[src/rtl/dibp_pkg.sv]
// Shared types, constants and helper functions for the dictionary index bit packer.
package dibp_pkg;

  localparam int DICT_DEPTH_DEF  = 16;
  localparam int VALUE_WIDTH_DEF = 64;

  localparam int SLOT_W      = 4;
  localparam int CODE_W      = 4;
  localparam int BYTE_W      = 8;
  localparam int SEL_W       = 2;
  localparam int COUNT_W     = 5;
  localparam int CFG_INDEX_W = 1;
  localparam int CFG_DATA_W  = 5;
  localparam int CWIDTH_W    = 3;

  localparam logic [CFG_INDEX_W-1:0] CFG_CODE_WIDTH_SEL = 1'b0;
  localparam logic [CFG_INDEX_W-1:0] CFG_DICT_COUNT     = 1'b1;

  localparam logic CMD_LOAD   = 1'b0;
  localparam logic CMD_ENCODE = 1'b1;

  localparam logic [SEL_W-1:0] SEL_1BIT = 2'd0;
  localparam logic [SEL_W-1:0] SEL_2BIT = 2'd1;
  localparam logic [SEL_W-1:0] SEL_4BIT = 2'd2;

  localparam logic [SEL_W-1:0]   CODE_WIDTH_SEL_RST = SEL_4BIT;
  localparam logic [COUNT_W-1:0] DICT_COUNT_RST     = 5'd16;

  typedef struct packed {
    logic              found;
    logic [SLOT_W-1:0] index;
  } match_t;

  typedef struct packed {
    logic advance;
    logic encode;
    logic last;
  } pack_ctl_t;

  typedef struct packed {
    logic              byte_valid;
    logic [BYTE_W-1:0] packed_byte;
    logic              not_found;
    logic              run_end;
  } result_t;

  // selector 3 falls back to 4-bit codes
  function automatic logic [CWIDTH_W-1:0] code_width(input logic [SEL_W-1:0] sel);
    logic [CWIDTH_W-1:0] w;
    case (sel)
      SEL_1BIT: w = 3'd1;
      SEL_2BIT: w = 3'd2;
      default:  w = 3'd4;
    endcase
    return w;
  endfunction

  function automatic logic [CODE_W-1:0] code_mask(input logic [SEL_W-1:0] sel);
    logic [CODE_W-1:0] m;
    case (sel)
      SEL_1BIT: m = 4'b0001;
      SEL_2BIT: m = 4'b0011;
      default:  m = 4'b1111;
    endcase
    return m;
  endfunction

endpackage

[src/rtl/dibp_if.sv]
// Valid/ready stream interfaces for the input items and the result items.
interface dibp_in_if #(
  parameter int VALUE_WIDTH = dibp_pkg::VALUE_WIDTH_DEF
);
  logic                        valid;
  logic                        ready;
  logic                        command;
  logic [dibp_pkg::SLOT_W-1:0] entry_index;
  logic [VALUE_WIDTH-1:0]      value_bits;
  logic                        last_value;

  modport source (output valid, command, entry_index, value_bits, last_value, input ready);
  modport sink   (input valid, command, entry_index, value_bits, last_value, output ready);
endinterface

interface dibp_out_if;
  logic                        valid;
  logic                        ready;
  logic                        byte_valid;
  logic [dibp_pkg::BYTE_W-1:0] packed_byte;
  logic                        not_found;
  logic                        run_end;

  modport source (output valid, byte_valid, packed_byte, not_found, run_end, input ready);
  modport sink   (input valid, byte_valid, packed_byte, not_found, run_end, output ready);
endinterface

[src/rtl/dibp_dict.sv]
// Dictionary storage with a parallel equality search and lowest-slot priority pick.
module dibp_dict #(
  parameter int DICT_DEPTH  = dibp_pkg::DICT_DEPTH_DEF,
  parameter int VALUE_WIDTH = dibp_pkg::VALUE_WIDTH_DEF
) (
  input  logic                          clk,
  input  logic                          we,
  input  logic [dibp_pkg::SLOT_W-1:0]   wr_index,
  input  logic [VALUE_WIDTH-1:0]        wr_data,
  input  logic [VALUE_WIDTH-1:0]        cmp_value,
  input  logic [dibp_pkg::COUNT_W-1:0]  dict_count,
  output dibp_pkg::match_t              match
);

  localparam int IDX_W = (DICT_DEPTH > 1) ? $clog2(DICT_DEPTH) : 1;
  localparam logic [dibp_pkg::SLOT_W:0]    DEPTH_SLOT  = (dibp_pkg::SLOT_W+1)'(DICT_DEPTH);
  localparam logic [dibp_pkg::COUNT_W-1:0] DEPTH_COUNT = dibp_pkg::COUNT_W'(DICT_DEPTH);

  logic [VALUE_WIDTH-1:0]       dictionary [DICT_DEPTH];
  logic [dibp_pkg::COUNT_W-1:0] search_count;
  logic [DICT_DEPTH-1:0]        hit;

  // out-of-range slots are dropped
  always_ff @(posedge clk) begin
    if (we && ({1'b0, wr_index} < DEPTH_SLOT)) begin
      dictionary[wr_index[IDX_W-1:0]] <= wr_data;
    end
  end

  assign search_count = (dict_count > DEPTH_COUNT) ? DEPTH_COUNT : dict_count;

  always_comb begin
    for (int i = 0; i < DICT_DEPTH; i++) begin
      hit[i] = (dictionary[i] == cmp_value) &&
               (dibp_pkg::COUNT_W'(i) < search_count);
    end
  end

  always_comb begin
    match.found = 1'b0;
    match.index = '0;
    for (int i = DICT_DEPTH - 1; i >= 0; i--) begin
      if (hit[i]) begin
        match.found = 1'b1;
        match.index = dibp_pkg::SLOT_W'(i);
      end
    end
  end

endmodule

[src/rtl/dibp_pack.sv]
// Code selection and byte packer: accumulator, fill count and previous code.
module dibp_pack (
  input  logic                         clk,
  input  logic                         rst,
  input  dibp_pkg::pack_ctl_t          ctl,
  input  dibp_pkg::match_t             match,
  input  logic [dibp_pkg::SEL_W-1:0]   code_width_sel,
  output dibp_pkg::result_t            result
);

  localparam int ACC_W = dibp_pkg::BYTE_W + dibp_pkg::CODE_W;

  logic [dibp_pkg::BYTE_W-1:0]   byte_accumulator;
  logic [dibp_pkg::BYTE_W-1:0]   byte_accumulator_next;
  logic [3:0]                    bits_filled;
  logic [3:0]                    bits_filled_next;
  logic [dibp_pkg::CODE_W-1:0]   previous_code;
  logic [dibp_pkg::CODE_W-1:0]   previous_code_next;

  logic [dibp_pkg::CWIDTH_W-1:0] w;
  logic [dibp_pkg::CODE_W-1:0]   code;
  logic [ACC_W-1:0]              acc;
  logic [ACC_W-1:0]              flushed;
  logic [3:0]                    filled;
  logic [3:0]                    flush_shift;

  assign w      = dibp_pkg::code_width(code_width_sel);
  assign code   = (match.found ? match.index : previous_code) &
                  dibp_pkg::code_mask(code_width_sel);
  assign acc    = ({{dibp_pkg::CODE_W{1'b0}}, byte_accumulator} << w) |
                  {{dibp_pkg::BYTE_W{1'b0}}, code};
  assign filled = bits_filled + {1'b0, w};
  // left-align a partial byte; only used while filled is below 8
  assign flush_shift = 4'd8 - filled;
  assign flushed     = acc << flush_shift;

  always_comb begin
    result                = '0;
    byte_accumulator_next = byte_accumulator;
    bits_filled_next      = bits_filled;
    previous_code_next    = previous_code;
    if (ctl.encode) begin
      if (match.found) begin
        previous_code_next = match.index;
      end
      if (filled >= 4'd8) begin
        result.byte_valid     = 1'b1;
        result.packed_byte    = acc[dibp_pkg::BYTE_W-1:0];
        byte_accumulator_next = '0;
        bits_filled_next      = '0;
      end else if (ctl.last) begin
        result.byte_valid     = 1'b1;
        result.packed_byte    = flushed[dibp_pkg::BYTE_W-1:0];
        byte_accumulator_next = '0;
        bits_filled_next      = '0;
      end else begin
        byte_accumulator_next = acc[dibp_pkg::BYTE_W-1:0];
        bits_filled_next      = filled;
      end
      result.not_found = !match.found;
      if (ctl.last) begin
        result.run_end     = 1'b1;
        previous_code_next = '0;
      end
    end
  end

  always_ff @(posedge clk) begin
    if (rst) begin
      byte_accumulator <= '0;
      bits_filled      <= '0;
      previous_code    <= '0;
    end else if (ctl.advance) begin
      byte_accumulator <= byte_accumulator_next;
      bits_filled      <= bits_filled_next;
      previous_code    <= previous_code_next;
    end
  end

endmodule

[src/rtl/dictionary_index_bit_packer.sv]
// Top level of the dictionary index bit packer: input stage, config, result register.
//
//   channel | dir | handshake     | payload
//   din     | in  | valid/ready   | command, entry_index, value_bits, last_value
//   dout    | out | valid/ready   | byte_valid, packed_byte, not_found, run_end
//   cfg     | in  | cfg_we only   | cfg_index, cfg_wdata
//
// One item per cycle unless dout stalls; items pass the input and result registers.
// The critical path is the 16-way value compare feeding the priority pick and packer.
// Synchronous active-high reset clears valids, config and packer state; the dictionary
// holds whatever was last loaded. A stalled result holds in the output register while
// the input stage still takes one more transaction.
module dictionary_index_bit_packer #(
  parameter int DICT_DEPTH  = dibp_pkg::DICT_DEPTH_DEF,
  parameter int VALUE_WIDTH = dibp_pkg::VALUE_WIDTH_DEF
) (
  input  logic                              clk,
  input  logic                              rst,
  dibp_in_if.sink                           din,
  dibp_out_if.source                        dout,
  input  logic                              cfg_we,
  input  logic [dibp_pkg::CFG_INDEX_W-1:0]  cfg_index,
  input  logic [dibp_pkg::CFG_DATA_W-1:0]   cfg_wdata
);

  logic [dibp_pkg::SEL_W-1:0]   code_width_sel;
  logic [dibp_pkg::COUNT_W-1:0] dict_count;

  logic                        s1_valid;
  logic                        s1_command;
  logic [dibp_pkg::SLOT_W-1:0] s1_entry_index;
  logic [VALUE_WIDTH-1:0]      s1_value_bits;
  logic                        s1_last_value;

  logic                        out_valid;
  dibp_pkg::result_t           out_result;

  logic                        advance;
  dibp_pkg::match_t            match;
  dibp_pkg::pack_ctl_t         ctl;
  dibp_pkg::result_t           result;

  assign advance   = s1_valid && (!out_valid || dout.ready);
  assign din.ready = !s1_valid || advance;

  always_ff @(posedge clk) begin
    if (rst) begin
      code_width_sel <= dibp_pkg::CODE_WIDTH_SEL_RST;
      dict_count     <= dibp_pkg::DICT_COUNT_RST;
    end else if (cfg_we) begin
      case (cfg_index)
        dibp_pkg::CFG_CODE_WIDTH_SEL: code_width_sel <= cfg_wdata[dibp_pkg::SEL_W-1:0];
        dibp_pkg::CFG_DICT_COUNT:     dict_count     <= cfg_wdata[dibp_pkg::COUNT_W-1:0];
        default: ;
      endcase
    end
  end

  always_ff @(posedge clk) begin
    if (rst) begin
      s1_valid <= 1'b0;
    end else if (din.ready) begin
      s1_valid <= din.valid;
    end
  end

  always_ff @(posedge clk) begin
    if (din.valid && din.ready) begin
      s1_command     <= din.command;
      s1_entry_index <= din.entry_index;
      s1_value_bits  <= din.value_bits;
      s1_last_value  <= din.last_value;
    end
  end

  dibp_dict #(
    .DICT_DEPTH  (DICT_DEPTH),
    .VALUE_WIDTH (VALUE_WIDTH)
  ) u_dict (
    .clk        (clk),
    .we         (advance && (s1_command == dibp_pkg::CMD_LOAD)),
    .wr_index   (s1_entry_index),
    .wr_data    (s1_value_bits),
    .cmp_value  (s1_value_bits),
    .dict_count (dict_count),
    .match      (match)
  );

  assign ctl.advance = advance;
  assign ctl.encode  = (s1_command == dibp_pkg::CMD_ENCODE);
  assign ctl.last    = s1_last_value;

  dibp_pack u_pack (
    .clk            (clk),
    .rst            (rst),
    .ctl            (ctl),
    .match          (match),
    .code_width_sel (code_width_sel),
    .result         (result)
  );

  always_ff @(posedge clk) begin
    if (rst) begin
      out_valid <= 1'b0;
    end else if (advance) begin
      out_valid <= 1'b1;
    end else if (dout.ready) begin
      out_valid <= 1'b0;
    end
  end

  always_ff @(posedge clk) begin
    if (advance) begin
      out_result <= result;
    end
  end

  assign dout.valid       = out_valid;
  assign dout.byte_valid  = out_result.byte_valid;
  assign dout.packed_byte = out_result.packed_byte;
  assign dout.not_found   = out_result.not_found;
  assign dout.run_end     = out_result.run_end;

  // a column end always flushes or completes a byte
  a_run_end_byte: assert property (@(posedge clk) disable iff (rst)
    out_valid && out_result.run_end |-> out_result.byte_valid)
    else $error("run_end without byte_valid");

  a_idle_byte_zero: assert property (@(posedge clk) disable iff (rst)
    out_valid && !out_result.byte_valid |-> out_result.packed_byte == '0)
    else $error("packed_byte nonzero without byte_valid");

  a_stall_only_full: assert property (@(posedge clk) disable iff (rst)
    !din.ready |-> s1_valid && out_valid && !dout.ready)
    else $error("input stalled while pipeline has room");

  a_reset_clears: assert property (@(posedge clk)
    rst |=> !out_valid && !s1_valid)
    else $error("valids not cleared by reset");

endmodule

[src/flat_wrapper.sv]
// flat-port wrapper written by rule: the top's interface ports become plain ports
module dictionary_index_bit_packer_flat 
#(
  parameter int DICT_DEPTH  = dibp_pkg::DICT_DEPTH_DEF,
  parameter int VALUE_WIDTH = dibp_pkg::VALUE_WIDTH_DEF
)
  (clk, rst, cfg_we, cfg_index, cfg_wdata, din_valid, din_command, din_entry_index, din_value_bits, din_last_value, din_ready, dout_valid, dout_byte_valid, dout_packed_byte, dout_not_found, dout_run_end, dout_ready);
  dibp_in_if #(.VALUE_WIDTH(VALUE_WIDTH)) din_i ();
  dibp_out_if dout_i ();
  input  logic clk;
  input  logic rst;
  input  logic cfg_we;
  input  logic [dibp_pkg::CFG_INDEX_W-1:0] cfg_index;
  input  logic [dibp_pkg::CFG_DATA_W-1:0] cfg_wdata;
  input wire logic [$bits(din_i.valid)-1:0] din_valid;
  input wire logic [$bits(din_i.command)-1:0] din_command;
  input wire logic [$bits(din_i.entry_index)-1:0] din_entry_index;
  input wire logic [$bits(din_i.value_bits)-1:0] din_value_bits;
  input wire logic [$bits(din_i.last_value)-1:0] din_last_value;
  output wire logic [$bits(din_i.ready)-1:0] din_ready;
  output wire logic [$bits(dout_i.valid)-1:0] dout_valid;
  output wire logic [$bits(dout_i.byte_valid)-1:0] dout_byte_valid;
  output wire logic [$bits(dout_i.packed_byte)-1:0] dout_packed_byte;
  output wire logic [$bits(dout_i.not_found)-1:0] dout_not_found;
  output wire logic [$bits(dout_i.run_end)-1:0] dout_run_end;
  input wire logic [$bits(dout_i.ready)-1:0] dout_ready;
  assign din_i.valid = din_valid;
  assign din_i.command = din_command;
  assign din_i.entry_index = din_entry_index;
  assign din_i.value_bits = din_value_bits;
  assign din_i.last_value = din_last_value;
  assign din_ready = din_i.ready;
  assign dout_valid = dout_i.valid;
  assign dout_byte_valid = dout_i.byte_valid;
  assign dout_packed_byte = dout_i.packed_byte;
  assign dout_not_found = dout_i.not_found;
  assign dout_run_end = dout_i.run_end;
  assign dout_i.ready = dout_ready;
  dictionary_index_bit_packer #(.DICT_DEPTH(DICT_DEPTH), .VALUE_WIDTH(VALUE_WIDTH)) u_core (.clk(clk), .rst(rst), .din(din_i), .dout(dout_i), .cfg_we(cfg_we), .cfg_index(cfg_index), .cfg_wdata(cfg_wdata));
endmodule
[config.mk]
export PLATFORM = sky130hd
export DESIGN_NAME = dictionary_index_bit_packer_flat
export DESIGN_NICKNAME = d
export VERILOG_FILES = /design/src/rtl/dibp_pkg.sv /design/src/rtl/dibp_if.sv /design/src/rtl/dibp_dict.sv /design/src/rtl/dibp_pack.sv /design/src/rtl/dictionary_index_bit_packer.sv /design/src/flat_wrapper.sv
export SDC_FILE = /design/constraint.sdc
export NUM_CORES = 1
export LEC_CHECK = 0
export BUFFER_PORTS_ARGS = -buffer_cell sky130_fd_sc_hd__buf_4
export CAP_MARGIN = 20
export CORE_MARGIN = 10
export CORE_UTILIZATION = 40
export CTS_BUF_LIST = sky130_fd_sc_hd__clkbuf_8
export DETAILED_ROUTE_END_ITERATION = 8
export PLACE_DENSITY = 0.54
export SLEW_MARGIN = 20
export SYNTH_ARGS = -nofsm -noshare
export SYNTH_HDL_FRONTEND = slang
export SYNTH_HIERARCHICAL = 1
export SYNTH_SLANG_ARGS = --single-unit
export TNS_END_PERCENT = 1
[constraint.sdc]
create_clock -name clk -period 6.5 [get_ports clk]
set_input_delay 0.325 -clock clk [delete_from_list [all_inputs] [get_ports clk]]
set_output_delay 0.325 -clock clk [all_outputs]
set_load 0.005 [all_outputs]
Word level (Yosys, flattened, before mapping)
Memory sizes are Yosys's and may differ from the RTL's.
Index checks and enable logic that the tools add are counted.
- RAM bits: 1024
- logic and storage cells: 120
- output and inout bits: 13
- bits of input ports: 81
- bits in latches: 0
- memory bits (read-only): 0
- bits in registers: 106
- memories: 1
- memories (name ; words ; width ; read ports ; clocked after Yosys merged registers in ; wr ports ; RTL line ; source):
    u_core.u_dict.dictionary ; 16 ; 64 ; 16 ; 0 ; 1 ; dibp_dict.sv:19 ; logic [VALUE_WIDTH-1:0] dictionary [DICT_DEPTH];
- div/mod/pow operators: 0
- multiply operators: 0
- equality and inequality tests: 17
- shifts and indexed selects: 2
- bitwise logic cells: 4
- reduce and logical (&&, ||, !) cells: 29
- add/sub/neg operators: 2
- mux-type cells: 32
- $lt $le $gt $ge: 18
- operators by type and width (cell ; count):
    64-bit == test ; 16
    5-bit two-way mux ; 17
    4-bit by 5-bit < comparator with 1-bit output (first input constant) ; 8
    3-bit by 5-bit < comparator with 1-bit output (first input constant) ; 4
    1-bit logical AND ; 19
    9-bit two-way mux ; 2
    4-bit two-way mux ; 4
    8-bit two-way mux ; 2
    12-bit by 4-bit bitwise OR with 12-bit output ; 1
    12-bit by 4-bit << shifter with 8-bit output ; 1
    8-bit by 3-bit << shifter with 12-bit output ; 1
    1-bit by 5-bit < comparator with 1-bit output (first input constant) ; 2
    2-bit by 5-bit < comparator with 1-bit output (first input constant) ; 2
    4-bit case mux with 2 select lines ; 1
    3-bit case mux with 2 select lines ; 1
    2-bit AND reduction ; 3
    5-bit greater-than comparator (second input constant) ; 1
    1-bit two-way mux ; 5
    4-bit by 3-bit adder with 4-bit output ; 1
    4-bit bitwise AND ; 1
    4-bit >= comparator (second input constant) ; 1
    4-bit subtractor (first input constant) ; 1
    1-bit zero test ; 3
    2-bit by 1-bit == test with 1-bit output (second input constant) ; 1
    other kinds (4) ; 6

Depth between registers and ports, before layout
- word-level depth: 26
- mapped depth: 17
- depth with buffers taken out: 14

By module
The synthesis kept the hierarchy.
- modules (own cells, without submodules) (module ; sequential area each (um^2) ; cells each ; times used ; area an instance (um^2)):
    dibp_dict ; 30749.5 ; 2654 ; 1 ; 43038.8
    dictionary_index_bit_packer ; 2612.5 ; 123 ; 1 ; 2831.5
    dibp_pack ; 300.3 ; 160 ; 1 ; 1336.3

Worst setup path after synthesis
Ideal clock, no wire load.
- path kind: flip-flop to flip-flop
- start point: register u_core.s1_command
- end point: memory u_core/u_dict/dictionary[0][0] in the netlist's numbering (enable)
- cell stages (with the launch flop): 4
- required time: 5.935 ns
- library setup time: 0.565 ns
- path buffers: 0
- data arrival time: 5.672 ns
- clock period less this slack: 6.236 ns
- slack: 0.264 ns
- cell sequence: edfxtp_1 > nor3b_1 > or3b_2 > nor3_1
- longest elaborated chain between the ends: 4
- ends and longest elaborated chain (item ; RTL line ; source):
    start, declared ; dictionary_index_bit_packer.sv:30 ; logic s1_command;
    start signal, assigned ; dictionary_index_bit_packer.sv:69 ; s1_command <= din.command;
    1-bit inverter ; dictionary_index_bit_packer.sv:81 ; .we (advance && (s1_command == dibp_pkg::CMD_LOAD)),
    1-bit logical AND ; dictionary_index_bit_packer.sv:81 ;
    1-bit two-way mux ; dibp_dict.sv:25 ; if (we && ({1'b0, wr_index} < DEPTH_SLOT)) begin
    1-bit two-way mux (implied by the code) ; dibp_dict.sv:26 ; dictionary[wr_index[IDX_W-1:0]] <= wr_data;
    end, declared ; dibp_dict.sv:19 ;
No other way between the ends.

==> reports/qor.yml <==
antenna_found_initial: 13
grt-ovfl-total: 0
clock.fmax_mhz: 163
powerDensity_nw_per_um2: 271
synth_area_sq_um: 47200
critPathKind: "flop to flop"
synth_cell_types: 70
violations: "design-rule violations"
grt_max_degree: 65
synth_area_leader_cell: "edfxtp_1"
crit_path_start_kind: "flop"
drv_cap: 0
cts-root-buf: "clkbuf_8"
ir_drop_mv: 0.186
grt_pass1_wl_microns: 211000
clkTransAtPathRegs_ps: 60
syn_nets: 3021
timing.rr.start: "u_core/s1_value_bits[38]$_DFFE_PP_"
min_from: "din_value_bits[21]"
hold_violations: 0
gp_congestion: 0.916
antenna_left: 0
rsz0062_at_grt: "no"
port_buffers: 93
drt_wl_total_microns: 153000
drive_above_1_share: 0.152
hold_end: "u_core/s1_value_bits[21]$_DFFE_PP_"
synthArstFlopShare: 0
viasPerCell: 5.44
critPathCaptureType: "flop"
cts.sinks: 1129
ys_seq_elements: 1129
synth_top_flop_cell: "edfxtp_1"
ctsResizeCount: 0
timing.final.crit_share: 0.946
arrival_ps: 6730
die_h_microns: 364
grt_pass1_vias: 27400
die-area_sq_um: 132000
synth_enable_flop_cells: 1105
synthToLayoutAreaGrowth_pct: 16.5
clk_latency_ps: 870
coreArea_sq_um: 117000
gr-usage-all-layers: 0.228
drc_errors: 2
dpl.hpwl_microns: 99000
post_drt_wl_per_cell_microns: 30.6
fin_nets: 3420
r2r_slack_ps: 350
post_cts_buffers: 0
synth.area.top_cells: "edfxtp_1 (70%), xnor2_1 (12%), xor2_1 (6.3%), nand4_1 (2.5%), nor4_1 (1.5%)"
setup_violations: 0
drt_iter0_drc: 2821
pin_count: 94
dr.pass1.iters: 9
hold_depth: 2
fin_crit_ps: 6150
fin_setup_tns_ps: 0
nFillCells: 10100
netlist.area_leader.share: 0.703
synth_cells: 2937
critical_path_required_ps: 7080
maxSlewViolCount: 0
cts_buffer_depth: 3
rows: 125
start_util: 0.405
vias: 27200
status: "finished with violations"
cts_tree: "built"
leakage_nw: 17.6
die_x_microns: 364
slew_headroom: 0.0893
avgSynthCellArea_sq_um: 16.1
p_total_w: 0.0149
r2r-end: "u_core/dout.packed_byte[7]$_DFFE_PP_"
cts_buffers: 190
yosys_warnings: 6
fin_worst_skew_ps: 36.3
htreeDepth: 4
worstMarginPinSlew_ps: 1350
hp-class: "primary input to flop"
r2r_cells: 15
seq_area_frac_synth: 0.713
cp_max_fo: 25
[routing by layer]
layer,up-vias,global-route usage,share of wire
met4,6,0.0871,0.039
met5,-,0,0.00021
li1,11700,-,-
met1,14000,0.304,0.42
met2,1264,0.358,0.46
met3,278,0.0566,0.085
[layout by cell type, fill, tap and decap left out, types with 16 or more instances in the layout]
cell type and count:
edfxtp_1 1105, nand2b_1 25, nor4_1 115, nor2_1 29, dlygate4sd3_1 93, mux2i_1 19
a22oi_1 16, dfxtp_1 24, xnor2_1 645, xor2_1 338, clkinv_1 41, nor3_1 29
buf_4 239, clkbuf_8 192, inv_1 108, a21oi_1 21, nand3_1 24, buf_12 21
nand2_1 20, nand4_1 186
[worst max-delay path, stage by stage, from the launching register on]
cell and delay (ps):
edfxtp_1 710, buf_4 570, xnor2_1 180, nand4_1 220, a211oi_1 740, nand4_1 150, nor4_1 1060, nor2_1 220
nand3_1 150, nor2_1 80, nand2_1 350, mux2_4 340, mux2_2 330, mux4_2 500, o211ai_1 100, o211ai_1 110
[cell usage after synthesis (3+ instances only)]
cell / number
edfxtp_1: 1105
xnor2_1: 645
xor2_1: 338
nand4_1: 186
nor4_1: 115
buf_2: 80
clkbuf_1: 53
inv_1: 43
nor2_1: 41
nor3_1: 33
nand2b_1: 25
dfxtp_1: 24
nand3_1: 24
a21oi_1: 21
nand2_1: 20
mux2i_1: 19
a22oi_1: 16
o21ai_0: 11
o22ai_1: 9
o21ai_1: 7
buf_1: 6
o2111ai_1: 6
a221oi_1: 5
o211ai_1: 5
o221ai_1: 5
a211oi_1: 4
a221o_1: 4
and2_1: 4
buf_4: 4
buf_6: 4
nor2b_1: 4
o2bb2ai_1: 4
a21bo_2: 3
a21oi_2: 3
a22o_1: 3
and3_1: 3
ha_1: 3
mux4_2: 3
nand3b_1: 3
nor3b_1: 3
o21a_1: 3
or4_1: 3
[power by group]
part | switching, W | internal (W)
Combinational | 0.000668 | 0.000378
Sequential | 0.0000994 | 0.00807
Clock | 0.00288 | 0.00281
[area by class of cell]
type	count	area (sq um)	area share
well taps	1524	1910	0.0347
multi-input cells	1614	12800	0.233
clock inverters	134	638	0.0116
flip-flops and latches	1129	33700	0.612
inverters	47	176	0.00321
diodes	3	7.51	0.000137
repair buffers	354	3160	0.0574
clock buffers	192	2640	0.0481
[state kept, by name (all words and copies together), names as in the netlist]
signal	cells
u_core/dout.valid	1
u_core/s1_last_value	1
u_core/dout.run_end	1
u_core/u_pack/byte_accumulator	7
u_core/u_dict/dictionary	1024
u_core/u_pack/bits_filled	4
u_core/code_width_sel	2
u_core/s1_command	1
u_core/s1_entry_index	4
u_core/s1_value_bits	64
u_core/dout.packed_byte	8
u_core/s1_valid	1
u_core/dict_count	5
u_core/dout.not_found	1
u_core/dout.byte_valid	1
u_core/u_pack/previous_code	4
[cells by family (layout without fill, tap and decap cells)]
group	count (synthesis)	count (layout)	synth area share
other	0	3	0
buffers and inverters	194	727	0.0185
flip-flops	1129	1129	0.713
multiplexers	25	25	0.00625
AO/OA/AOI/OAI	129	129	0.0202
adder cells (fa/ha/maj)	3	3	0.000795
AND/OR/NAND/NOR	474	474	0.0588
XOR/XNOR	983	983	0.182
[per-stage QoR]
step,utilization,instance area [sq um],std cells,setup slack [ps],hold slack (ps)
5_1_grt,0.471,55000,4995,311,152
4_1_cts,0.471,55000,4994,583,88.7
2_1_floorplan,-,47200,2937,264,424
6_report,0.471,55000,4997,352,182
3_5_place_dp,0.435,50800,4575,618,485
3_3_place_gp,0.435,50700,4574,556,471
[how the worst max path moves through the flow]
stage                                            start                                  endpoint  slack (ps)
CTS                 u_core/s1_value_bits[15]$_DFFE_PP_      u_core/dout.packed_byte[7]$_DFFE_PP_         580
detailed placement  u_core/s1_value_bits[15]$_DFFE_PP_      u_core/dout.packed_byte[7]$_DFFE_PP_         620
finish              u_core/s1_value_bits[38]$_DFFE_PP_      u_core/dout.packed_byte[7]$_DFFE_PP_         350
floorplan                  u_core/s1_command$_DFFE_PP_  u_core/u_dict/dictionary[0][0]$_DFFE_PP_         260
global route        u_core/s1_value_bits[38]$_DFFE_PP_      u_core/dout.packed_byte[7]$_DFFE_PP_         310
global placement    u_core/s1_value_bits[15]$_DFFE_PP_      u_core/dout.packed_byte[7]$_DFFE_PP_         560
[timing repair]
action,4_1_cts,5_1_grt
endpoints found under the setup margin,0,0
endpoints found under the hold margin,94,0
hold buffers,93,0
Power figures use the tool's default switching activity.
